==> config.mk <==
export PLATFORM = sky130hd
export DESIGN_NAME = ascii_hex_frame_deframer_unit
export DESIGN_NICKNAME = d
export VERILOG_FILES = /design/src/design/ahfd_pkg.sv /design/src/design/ascii_hex_frame_deframer_unit.sv /design/src/design/ahfd_core.sv
export SDC_FILE = /design/constraint.sdc
export NUM_CORES = 1
export LEC_CHECK = 0
export ABC_CLOCK_PERIOD_IN_PS = 12200
export BUFFER_PORTS_ARGS = -buffer_cell sky130_fd_sc_hd__buf_4
export CAP_MARGIN = 20
export CORE_MARGIN = 3
export CORE_UTILIZATION = 43
export CTS_CLUSTER_SIZE = 20
export DETAILED_ROUTE_END_ITERATION = 8
export PLACE_DENSITY_LB_ADDON = 0.05
export SETUP_SLACK_MARGIN = 0.3
export SYNTH_ARGS = -nofsm -noshare
export SYNTH_HDL_FRONTEND = slang
export SYNTH_SLANG_ARGS = --single-unit
==> constraint.sdc <==
create_clock -name clk -period 12.2 [get_ports clk]
set_input_delay 0.61 -clock clk [delete_from_list [all_inputs] [get_ports clk]]
set_output_delay 0.61 -clock clk [all_outputs]
set_load 0.05 [all_outputs]
==> src/design/ahfd_pkg.sv <==
// ----------------------------------------------------------------------------
// ahfd_pkg
// Shared types, constants and the hex digit decoder for the ASCII hex frame
// deframer.
// ----------------------------------------------------------------------------
package ahfd_pkg;

    localparam int unsigned HDR_CHARS = 23;
    localparam int unsigned IV_BYTES  = 12;
    localparam int unsigned TAG_BYTES = 16;

    localparam logic [7:0] SEP_CHAR = 8'h3A;  // ':'

    localparam logic [4:0] POS_COLON0 = 5'd2;
    localparam logic [4:0] POS_COLON1 = 5'd7;
    localparam logic [4:0] POS_COLON2 = 5'd12;
    localparam logic [4:0] POS_COLON3 = 5'd17;
    localparam logic [4:0] POS_LAST   = 5'(HDR_CHARS - 1);

    localparam logic [1:0] KIND_HDR_OK  = 2'd0;
    localparam logic [1:0] KIND_DATA    = 2'd1;
    localparam logic [1:0] KIND_HDR_BAD = 2'd2;

    typedef struct packed {
        logic [1:0]  kind;
        logic [7:0]  option_byte;
        logic [15:0] source_id;
        logic [15:0] dest_id;
        logic [15:0] payload_len;
        logic [15:0] frame_count;
        logic [7:0]  data_byte;
        logic        last;
    } result_t;

    typedef struct packed {
        logic       ok;
        logic [3:0] val;
    } hex_digit_t;

    // Strict hex digit; anything else decodes to zero with ok low.
    function automatic hex_digit_t hex_decode(input logic [7:0] c);
        hex_digit_t d;
        d.ok  = 1'b1;
        d.val = 4'd0;
        if (c >= 8'h30 && c <= 8'h39)
        begin
            d.val = 4'(c - 8'h30);
        end
        else if (c >= 8'h61 && c <= 8'h66)
        begin
            d.val = 4'(c - 8'h57);
        end
        else if (c >= 8'h41 && c <= 8'h46)
        begin
            d.val = 4'(c - 8'h37);
        end
        else
        begin
            d.ok = 1'b0;
        end
        return d;
    endfunction

endpackage

==> src/design/ascii_hex_frame_deframer_unit.sv <==
// ----------------------------------------------------------------------------
// ascii_hex_frame_deframer_unit
// An accepted input beat is held in the input register; its result is held in the result register.
// Throughput: one character per cycle while out_ready does not stall; a character yields zero or one result.
// Rate is set by the input register / result register pair around the step.
// Reset (rst_n, async, active low) empties both registers and starts a header.
// ----------------------------------------------------------------------------
module ascii_hex_frame_deframer_unit (
    input  logic        clk,
    input  logic        rst_n,
    input  logic        in_valid,
    output logic        in_ready,
    input  logic [7:0]  char_in,
    output logic        out_valid,
    input  logic        out_ready,
    output logic [1:0]  kind,
    output logic [7:0]  option_byte,
    output logic [15:0] source_id,
    output logic [15:0] dest_id,
    output logic [15:0] payload_len,
    output logic [15:0] frame_count,
    output logic [7:0]  data_byte,
    output logic        last
);

    logic              in_valid_reg;
    logic [7:0]        char_reg;
    logic              out_valid_reg;
    ahfd_pkg::result_t res_reg;

    logic              advance;
    logic              fire;
    logic              res_valid;
    ahfd_pkg::result_t res;

    assign advance  = !out_valid_reg || out_ready;
    assign in_ready = !in_valid_reg || advance;
    assign fire     = in_valid_reg && advance;

    ahfd_core u_core (
        .clk       (clk),
        .rst_n     (rst_n),
        .fire      (fire),
        .char_in   (char_reg),
        .res_valid (res_valid),
        .res       (res)
    );

    always_ff @(posedge clk or negedge rst_n)
    begin
        if (!rst_n)
        begin
            in_valid_reg  <= 1'b0;
            out_valid_reg <= 1'b0;
        end
        else
        begin
            if (in_ready)
            begin
                in_valid_reg <= in_valid;
            end
            if (advance)
            begin
                out_valid_reg <= fire && res_valid;
            end
        end
    end

    // payload registers, no reset
    always_ff @(posedge clk)
    begin
        if (in_ready && in_valid)
        begin
            char_reg <= char_in;
        end
        if (fire && res_valid)
        begin
            res_reg <= res;
        end
    end

    assign out_valid   = out_valid_reg;
    assign kind        = res_reg.kind;
    assign option_byte = res_reg.option_byte;
    assign source_id   = res_reg.source_id;
    assign dest_id     = res_reg.dest_id;
    assign payload_len = res_reg.payload_len;
    assign frame_count = res_reg.frame_count;
    assign data_byte   = res_reg.data_byte;
    assign last        = res_reg.last;

endmodule

==> src/design/ahfd_core.sv <==
// ----------------------------------------------------------------------------
// ahfd_core
// Frame state and the per-character step: header parse and check, payload
// nibble pairing and byte count.
// ----------------------------------------------------------------------------
module ahfd_core (
    input  logic              clk,
    input  logic              rst_n,
    input  logic              fire,
    input  logic [7:0]        char_in,
    output logic              res_valid,
    output ahfd_pkg::result_t res
);

    logic [4:0]  header_pos_reg, header_pos_next;
    logic        in_payload_reg, in_payload_next;
    logic        header_good_reg, header_good_next;
    logic [7:0]  opt_acc_reg, opt_acc_next;
    logic [15:0] src_acc_reg, src_acc_next;
    logic [15:0] dst_acc_reg, dst_acc_next;
    logic [15:0] len_acc_reg, len_acc_next;
    logic [15:0] cnt_acc_reg, cnt_acc_next;
    logic [17:0] hex_left_reg, hex_left_next;
    logic [3:0]  high_nibble_reg, high_nibble_next;
    logic        nibble_pending_reg, nibble_pending_next;

    ahfd_pkg::hex_digit_t dig;
    logic        colon_here;
    logic        good_w;
    logic [17:0] left_dec;

    always_comb
    begin
        dig        = ahfd_pkg::hex_decode(char_in);
        colon_here = (header_pos_reg == ahfd_pkg::POS_COLON0) ||
                     (header_pos_reg == ahfd_pkg::POS_COLON1) ||
                     (header_pos_reg == ahfd_pkg::POS_COLON2) ||
                     (header_pos_reg == ahfd_pkg::POS_COLON3) ||
                     (header_pos_reg == ahfd_pkg::POS_LAST);
        good_w     = header_good_reg &
                     (colon_here ? (char_in == ahfd_pkg::SEP_CHAR) : dig.ok);
        left_dec   = hex_left_reg - 18'(hex_left_reg != 18'd0);

        header_pos_next     = header_pos_reg;
        in_payload_next     = in_payload_reg;
        header_good_next    = header_good_reg;
        opt_acc_next        = opt_acc_reg;
        src_acc_next        = src_acc_reg;
        dst_acc_next        = dst_acc_reg;
        len_acc_next        = len_acc_reg;
        cnt_acc_next        = cnt_acc_reg;
        hex_left_next       = hex_left_reg;
        high_nibble_next    = high_nibble_reg;
        nibble_pending_next = nibble_pending_reg;
        res_valid           = 1'b0;
        res                 = '0;

        if (in_payload_reg)
        begin
            hex_left_next = left_dec;
            if (!nibble_pending_reg)
            begin
                high_nibble_next    = dig.val;
                nibble_pending_next = 1'b1;
            end
            else
            begin
                nibble_pending_next = 1'b0;
                res_valid           = 1'b1;
                res.kind            = ahfd_pkg::KIND_DATA;
                res.data_byte       = {high_nibble_reg, dig.val};
                if (left_dec == 18'd0)
                begin
                    res.last        = 1'b1;
                    in_payload_next = 1'b0;
                end
            end
        end
        else
        begin
            if (!colon_here)
            begin
                if (header_pos_reg < ahfd_pkg::POS_COLON0)
                begin
                    opt_acc_next = {opt_acc_reg[3:0], dig.val};
                end
                else if (header_pos_reg < ahfd_pkg::POS_COLON1)
                begin
                    src_acc_next = {src_acc_reg[11:0], dig.val};
                end
                else if (header_pos_reg < ahfd_pkg::POS_COLON2)
                begin
                    dst_acc_next = {dst_acc_reg[11:0], dig.val};
                end
                else if (header_pos_reg < ahfd_pkg::POS_COLON3)
                begin
                    len_acc_next = {len_acc_reg[11:0], dig.val};
                end
                else
                begin
                    cnt_acc_next = {cnt_acc_reg[11:0], dig.val};
                end
            end

            if (header_pos_reg != ahfd_pkg::POS_LAST)
            begin
                header_pos_next  = header_pos_reg + 5'd1;
                header_good_next = good_w;
            end
            else
            begin
                // last header char is a colon, so the fields are complete
                res_valid = 1'b1;
                res.last  = 1'b1;
                if (good_w)
                begin
                    res.kind        = ahfd_pkg::KIND_HDR_OK;
                    res.option_byte = opt_acc_reg;
                    res.source_id   = src_acc_reg;
                    res.dest_id     = dst_acc_reg;
                    res.payload_len = len_acc_reg;
                    res.frame_count = cnt_acc_reg;
                    if (len_acc_reg != 16'd0)
                    begin
                        res.last            = 1'b0;
                        in_payload_next     = 1'b1;
                        nibble_pending_next = 1'b0;
                        high_nibble_next    = 4'd0;
                        hex_left_next       = (18'(len_acc_reg) +
                            18'(ahfd_pkg::IV_BYTES + ahfd_pkg::TAG_BYTES)) << 1;
                    end
                end
                else
                begin
                    res.kind = ahfd_pkg::KIND_HDR_BAD;
                end
                header_pos_next  = 5'd0;
                header_good_next = 1'b1;
                opt_acc_next     = 8'd0;
                src_acc_next     = 16'd0;
                dst_acc_next     = 16'd0;
                len_acc_next     = 16'd0;
                cnt_acc_next     = 16'd0;
            end
        end
    end

    always_ff @(posedge clk or negedge rst_n)
    begin
        if (!rst_n)
        begin
            header_pos_reg     <= 5'd0;
            in_payload_reg     <= 1'b0;
            header_good_reg    <= 1'b1;
            opt_acc_reg        <= 8'd0;
            src_acc_reg        <= 16'd0;
            dst_acc_reg        <= 16'd0;
            len_acc_reg        <= 16'd0;
            cnt_acc_reg        <= 16'd0;
            hex_left_reg       <= 18'd0;
            high_nibble_reg    <= 4'd0;
            nibble_pending_reg <= 1'b0;
        end
        else if (fire)
        begin
            header_pos_reg     <= header_pos_next;
            in_payload_reg     <= in_payload_next;
            header_good_reg    <= header_good_next;
            opt_acc_reg        <= opt_acc_next;
            src_acc_reg        <= src_acc_next;
            dst_acc_reg        <= dst_acc_next;
            len_acc_reg        <= len_acc_next;
            cnt_acc_reg        <= cnt_acc_next;
            hex_left_reg       <= hex_left_next;
            high_nibble_reg    <= high_nibble_next;
            nibble_pending_reg <= nibble_pending_next;
        end
    end

endmodule
# Word-level counts from Yosys, hierarchy flattened

Index checks and enable logic that the tools add are counted.

Memory bits (writable): 0
Register bits after elaboration: 195
Output and inout bits: 85
Memory bits (read-only): 0
Memories kept: 0
Latch bits: 0
Logic and storage cells: 155

Equal/unequal tests: 18
Multiply operators: 0
Multiplexer cells: 67
Bitwise logic cells: 3
Reduce and logical (&&, ||, !) cells: 29
Shift operators: 0
Divide/modulo/power cells: 0
Order comparisons: 10
Add/subtract/negate cells: 6

Operators with widths:

| cell                  | count |
|---|---|
| $mux 16               | 21 |
| $mux 74               | 1 |
| $mux 18               | 4 |
| $mux 72               | 1 |
| $mux 4                | 8 |
| $mux 1                | 26 |
| $mux 8                | 3 |
| $logic_not 18->1      | 1 |
| $reduce_bool 18->1    | 1 |
| $sub 18x1->18         | 1 |
| $add 16x5->17 const B | 1 |
| $ge 8x7->1 const B    | 2 |
| $le 8x7->1 const B    | 2 |
| $reduce_bool 16->1    | 1 |
| $reduce_and 7->1      | 2 |
| $ne 2x2->1 const B    | 6 |
| $eq 5x5->1 const B    | 2 |
| $ne 2x1->1 const B    | 5 |
| $reduce_and 5->1      | 2 |
| $eq 8x6->1 const B    | 1 |
| $ge 8x6->1 const B    | 1 |
| $le 8x6->1 const B    | 1 |
| $reduce_and 4->1      | 2 |
| $sub 4x3->4 const B   | 2 |
| 21 further kinds      | 36 |

# Depth between registers and ports, before layout

Gate-level depths: netlist of run 1.

Word-level depth: 11
Mapped depth: 11
Depth with buffers taken out: 10

# Hierarchy

Synthesis of run 1 repeated with hierarchy kept, for this count alone.

Cell total of the unflattened synthesis: 810
Area total of the unflattened synthesis: 8898.5 µm²

Modules (own cells, without submodules):

| module                        | cells an instance | sequential area each (µm²) | instances | area an instance (µm²) |
|---|---|---|---|---|
| ahfd_core                     | 709               | 2553.7                     | 1         | 6054.6 |
| ascii_hex_frame_deframer_unit | 101               | 2782.7                     | 1         | 2844.0 |

# Least setup slack after synthesis of run 1

Ideal clock, no wire load.

Path kind: register to register
From: register u_core.header_pos_reg[0]
To: register out_valid_reg (netlist: out_valid)
Data arrival time: 5823 ps
Period minus slack after synthesis: 5913 ps
Setup time: 90 ps
Path buffers: 0
Path slack: 6287 ps
Cell stages (with the launch flop): 8
Required time: 12110 ps
Cell sequence: dfrtp_1 > inv_1 > ha_1 > nand3_1 > nor2_1 > nand2_1 > a21oi_1 > or2_2

Word-level cells in the longest chain between the ends: 4

RTL lines:

| element                | line                                | text |
|---|---|---|
| start, declared        | ahfd_core.sv:15                     | `logic [4:0] header_pos_reg, header_pos_next;` |
| start signal, assigned | ahfd_core.sv:166                    | `header_pos_reg <= header_pos_next;` |
| $ne 5x5->1             | ahfd_core.sv:105                    | `if (header_pos_reg != ahfd_pkg::POS_LAST)` |
| $mux 1                 | ahfd_core.sv:105                    |  |
| $mux 1                 | ahfd_core.sv:58                     | `if (in_payload_reg)` |
| $logic_and 1x1->1      | ascii_hex_frame_deframer_unit.sv:64 | `out_valid_reg <= fire && res_valid;` |
| end signal, assigned   | ascii_hex_frame_deframer_unit.sv:64 |  |
| end, declared          | ascii_hex_frame_deframer_unit.sv:28 | `logic out_valid_reg;` |

No other way between the ends.
A chain may end at the register's enable or synchronous reset.

==> results of run 1 <==
[layout by cell type, fill, tap and decap left out, types with 4 or more instances in the layout]
| cell | instances |
|---|---|
| a22o_1 | 8 |
| nor3_1 | 49 |
| a22oi_1 | 4 |
| ha_1 | 11 |
| and3_1 | 8 |
| clkbuf_16 | 17 |
| mux2i_1 | 18 |
| edfxtp_1 | 91 |
| nand3_1 | 26 |
| inv_8 | 4 |
| nand2b_1 | 4 |
| o21ai_0 | 64 |
| o211ai_1 | 6 |
| mux2_2 | 18 |
| a21oi_1 | 13 |
| nand4_1 | 13 |
| nand2_1 | 76 |
| o31ai_1 | 6 |
| o41ai_1 | 4 |
| nor2_1 | 31 |
| nor2b_1 | 4 |
| or3_1 | 4 |
| o22ai_1 | 5 |
| nor4_1 | 11 |
| o21a_1 | 4 |
| xnor2_1 | 12 |
| o31ai_4 | 8 |
| buf_4 | 106 |
| dfrtp_1 | 103 |
| and2_1 | 42 |
| inv_1 | 44 |
[through the flow]
stage	area, µm²	std cells
floorplan	9140	803
global placement	10100	1131
global route	10700	1165
finish	10700	1165
detailed placement	10100	1132
CTS	10700	1163
[worst max-delay path, cell delays in order (launching register included)]
cell and delay, ps:
dfrtp_1 450, nor4_4 540, nand4_1 270, nand3b_1 240, ha_1 230, ha_1 290
nor4b_2 190, o2111ai_1 140, or4_1 500, a2111oi_2 360, a21o_1 170
[cell families after synthesis]
| logic type | after synthesis | synth area share, % |
|---|---|---|
| and+or+nand+nor | 303 | 18.1 |
| xor gates and xnor gates | 12 | 1.15 |
| DFF | 195 | 58.4 |
| AOI/OAI and AO/OA | 150 | 11.8 |
| adders and majority gates | 11 | 1.51 |
| buffers and inverters | 93 | 4.38 |
| muxes | 39 | 4.64 |
[power by group]
group	switching (mW)	total [mW]	internal, mW	leakage, nW
sequential	0.0965	0.890	0.793	2.34
clock	0.267	0.558	0.291	0.279
combinational	0.266	0.410	0.144	1.75
total	0.629	1.86	1.23	4.36
[cells in the mapped netlist, types with 11 or more instances]
cell	instances	area share [%]
o21ai_0	64	3.5
nor3_1	49	2.7
clkbuf_1	28	1.1
mux2i_1	18	2.0
nand2_1	76	3.1
mux2_2	18	2.2
nor4_1	11	0.75
nor2_1	33	1.4
edfxtp_1	91	30
and2_1	42	2.9
nand3_1	26	1.4
dfrtp_1	103	28
xnor2_1	12	1.1
a21oi_1	14	0.77
nand4_1	13	0.89
ha_1	11	1.5
inv_1	44	1.8
[final cells by class]
type / count / area [µm²]
flip-flops and latches: 195 / 5340
inverters: 46 / 173
repair buffers: 108 / 851
clock inverters: 14 / 165
multi-input cells: 515 / 3420
clock buffers: 17 / 425
fillers: 1852 / 9850
well taps: 270 / 338
[final timing paths]
check / from / end / slack [ps]
max in group asynchronous: rst_n / u_core.high_nibble_reg[1] / 10790
min in group clk: char_in[3] / char_reg[3] / 350
setup / recovery: u_core.hex_left_reg[7] / last / 8680
setup reg to reg: u_core.hex_left_reg[7] / last / 8680
hold / removal: rst_n / u_core.src_acc_reg[12] / 150
hold reg to reg: u_core.src_acc_reg[15] / u_core.src_acc_reg[15] / 480
[layer usage]
layer  share of wire [%]  vias to the layer above  track usage, %
met5                   0                        -               0
met4                 2.1                        0            6.83
met3                 4.3                       30            3.06
met2                  49                      183            31.9
met1                  45                     3112            26.0
li1                    -                     3080               -
==> flow_summary.toml, run 1 <==
[synth]
yosysSeqAreaShare_pct = 58.4
synth_flop_cell = "dfrtp_1"
synth_seq_cells = 195
syn_avg_cell_area_um2 = 11.4
synth_area_um2 = 9140
synthDistinctLibCells = 79
synth_edf_count = 91
syn_nets = 826
async_reset_ff_share_pct = 53.3
synthCells = 803
ys_warn_count = 0

[floorplanning]
core_area_um2 = 20600
die-width_um = 152
io_pins = 97
fp-row-count = 52
start_util_pct = 44.5
fp.dieArea_um2 = 23000
die_y_um = 152

[setup_path]
critPathLaunchType = "flip-flop"
crit_fanout = 8
cp.required_ps = 12510
r2r_cells = 10
endpoint_kind = "flip-flop"
crit_arrival_ps = 3820
path_class = "reg -> reg"

[global_routing]
grt_pass1_wl_um = 34600
grt-ovfl-total = 0
grt_max_degree = 85
antenna_found_initial = 0
grt_usage_pct = 19.3
grt_pass1_vias = 6382

[worst_hold_path]
min_path_type = "in -> async"

[clock_network]
cts_resized = 0
clockBufferDepth = 2
cts_root_buffer = "clkbuf_16"
clkSinkCount = 195
htreeDepth = 4
cts.reportedPaths.clkPinSlew_ps = 80
numCtsBuffers = 17
cts_tree = "done"
hold_buffers = 0
clk_latency_ps = 430
cts_setup_buffers = 0

[sta]
maxSlewHeadroom_pct = 32.5
fmax_mhz = 284
fin_crit_sh_pct = 28.8
finalHoldViolCount = 0
finalSetupViolCount = 0
rsz0062_at_grt = "false"
finalMaxSlewViolations = 0
finalSetupTns_ps = 0
clock_skew_ps = 15.8
hold-worst-slack_ps = 153
tightest_slew_ps = 1010
fin_ws_ps = 8680
period_minus_slack_ps = 3520

[placed_design]
dp_hpwl_um = 14600
preCtsSetupSlack_ps = 8690
place_congestion = 0.882
portBuffers = 96

[route]
drt_wl_total_um = 21200
drtIter0Drc = 462
viasPerCell = 5.50
wl_per_cell_um = 18.2
drc = 0
drtAntennaViolNets = 0
num_vias = 6405
dr.pass1.iters = 7

[run]
drv_cap = 0

[cells_and_area]
fin_util_pct = 52.1
final_net_count = 906
drive_gt1_share_pct = 21.6
area_growth_pct = 17.2
largest_reg_flops = 18
diodes = 0

[power]
power.leakage_nw = 4.36
power.density_nw_per_um2 = 174
total_power_mw = 1.86
vdd.ir_drop.worst_v = 0.000111

[outcome]
status = "completed"
Power figures use the tool's default switching activity.
==> inputs of run 2 (changes only) <==
- ABC_AREA: unset -> 1
- ABC_CLOCK_PERIOD_IN_PS: 12200 -> 3600
- clock period: 12.2 -> 3.6 ns (I/O delays scaled with it)
==> run 2 against run 1 <==
  * Sequential power grew to 3.5 times the previous value
  * Cell count grew 14%
  * Critical path type unchanged
  * Maximum frequency grew 32%
  * Design area shrank 2.2%
  * Die area shrank 4.1%
  * Wire length shrank 7.2%
  * Core utilization grew 1.0 points
  * Area after synthesis shrank 4.3%
  * Non-clock buffer count grew 8
  * Clock-buffer cell count grew 1
==> flow_summary.toml, run 2 <==
[outcome]
status = "completed"

[setup_path]
rrSetupSlack_ps = 950
cp_num_cells = 15
endpoint_kind = "flip-flop"
path_class = "reg -> reg"
cp_num_buf_inv = 0
max_stage_delay_ps = 430
timing.rr.end = "last"
cp.required_ps = 3900
crit_fanout = 7
cp_slowest_cell = "dfrtp_1"
path_cells = "nor2_1 > nand2_1 > nor2_1 > nand3_1 > ha_1 > ha_1 > nand2_1 > nor2_1 > nand3b_1 > nand2_1 > nor2_1 > nand2_1 > nor2_1 > nand3_1 > nand2_1"
crit_arrival_ps = 2960
critPathLaunchType = "flip-flop"
critical-path-top-delay-family = "simple AND/OR/NAND/NOR gates"
worst_r2r_startpoint = "u_core.hex_left_reg[8]"
r2r_cells = 15

[floorplanning]
die-width_um = 149
core_area_um2 = 19700
die_y_um = 149
io_pins = 97
start_util_pct = 44.4
fp.dieArea_um2 = 22100
fp-row-count = 51

[cells_and_area]
layout_commonest_cell = "nand2_1"
area_growth_pct = 19.7
drive_gt1_share_pct = 15.2
diodes = 0
layout_common_cells = "nand2_1, nor2_1, inv_1"
fillCellCount = 1800
largest_reg_flops = 18
final_net_count = 1070

[synth]
synth_area_um2 = 8750
synth_top_area_cell = "edfxtp_1"
async_reset_ff_share_pct = 53.3
synthDistinctLibCells = 38
synth_common_cells = "nand2_1, nor2_1, inv_1, dfrtp_1, edfxtp_1"
ys_warn_count = 0
syn_nets = 966
synth_flop_cell = "dfrtp_1"
synth_seq_cells = 195
synth_most_common_cell = "nand2_1"
synth_area_leaders = "edfxtp_1, dfrtp_1, nand2_1"
synth_top_area_share_pct = 31.2
yosysSeqAreaShare_pct = 61.0
synth_edf_count = 91
syn_avg_cell_area_um2 = 9.28
synthCells = 943

[power]
internal_power_mw = 5.11
combPwrFrac_pct = 44.0
switching_share_pct = 44.0
power.density_nw_per_um2 = 871
power.leakage_nw = 4.79
vdd.ir_drop.worst_v = 0.000496
clkPwrFrac_pct = 21.4
p_switching_mw = 4.02
pwr-share-seq_pct = 34.6

[global_routing]
antenna_found_initial = 0
grt_pass1_wl_um = 32600
grt_max_degree = 64
grt_pass1_vias = 6308
grt-ovfl-total = 0
grt_usage_pct = 18.6

[clock_network]
clockBufferDepth = 2
cts_setup_buffers = 0
cts_resized = 0
numCtsBuffers = 17
htreeDepth = 4
cts_tree = "done"
hold_buffers = 10
cts.reportedPaths.clkPinSlew_ps = 70
clkSinkCount = 195
clk_latency_ps = 440
cts_root_buffer = "clkbuf_16"

[sta]
finalHoldViolCount = 0
rsz0062_at_grt = "false"
finalMaxSlewViolations = 0
tightest_slew_ps = 801
finalSetupTns_ps = 0
period_minus_slack_ps = 2650
hold-worst-slack_ps = 57.2
maxSlewHeadroom_pct = 46.6
clock_skew_ps = 12.7
finalSetupViolCount = 0
fmax_mhz = 377
fin_crit_sh_pct = 73.7

[route]
viasPerCell = 4.91
dr.pass1.iters = 7
drtIter0Drc = 463
num_vias = 6502
drt_wl_total_um = 19700
drtAntennaViolNets = 0
wl_per_cell_um = 14.9
drc = 0

[worst_hold_path]
hold-path-endpoint = "in_valid_reg"
hold_start = "out_ready"
hold-path-cell-count = 4
min_path_type = "in -> reg"

[placed_design]
dp_hpwl_um = 13400
portBuffers = 96
place_congestion = 0.892

[run]
drv_cap = 0
[run 2: area by class of cell]
class                   instances  area (µm²)  area share (%)
flip-flops and latches        195        5340            50.9
multi-input cells             591        2780            26.6
repair buffers                116         933            8.91
inverters                     126         473            4.52
clock buffers                  18         429            4.10
well taps                     265         332            3.17
clock inverters                14         188            1.79
[run 2: how the worst max path moves through the flow]
stage / start / endpoint / slack, ps
after floorplan: out_valid / data_byte[0] / 880
after global placement: u_core.in_payload_reg / frame_count[15] / 950
after detailed placement: u_core.in_payload_reg / frame_count[15] / 960
after CTS: u_core.in_payload_reg / payload_len[8] / 940
after global routing: u_core.hex_left_reg[8] / last / 660
final: u_core.hex_left_reg[8] / last / 950
[run 2: worst min-delay path: stages]
cell	delay (ps)
buf_4	80
inv_1	40
nand3_1	100
nand2_1	60
[run 2: cells by family (layout without fill, tap and decap cells)]
logic type               Yosys count  count (layout)  synth area share (%)
XOR/XNOR                           4               4                 0.400
flip-flops                       195             195                  61.0
AO/OA/AOI/OAI                    107             107                  6.63
adder cells (fa/ha/maj)           11              11                  1.57
AND/OR/NAND/NOR                  469             469                  23.0
buffers and inverters            157             274                  7.38
[run 2: through the flow]
stage | utilization [%] | power [mW] | cell area, µm² | std cells | worst slack [ps]
floorplan | - | 6.29 | 8760 | 943 | 881
global placement | 49.5 | 7.15 | 9760 | 1283 | 947
detailed placement | 49.5 | 7.19 | 9760 | 1283 | 961
CTS | 53.1 | 9.17 | 10500 | 1325 | 945
global route | 53.1 | 9.90 | 10500 | 1325 | 660
finish | 53.1 | 9.12 | 10500 | 1325 | 946
[run 2: power groups by stage]
stage | sequential [mW] | clock [mW] | combinational (mW)
after global routing | 3.22 | 2.09 | 4.58
after floorplan | 3.17 | 0 | 3.11
after global placement | 3.19 | 0 | 3.96
after detailed placement | 3.20 | 0 | 3.99
after CTS | 3.15 | 1.99 | 4.03
final | 3.15 | 1.96 | 4.01
[run 2: routing by layer]
layer,part of all wire [%],track usage [%],wire length [µm]
met1,48,26.7,9380
met2,48,29.7,9430
met3,3.7,3.56,732
met4,0.71,3.88,140
met5,0,0,0
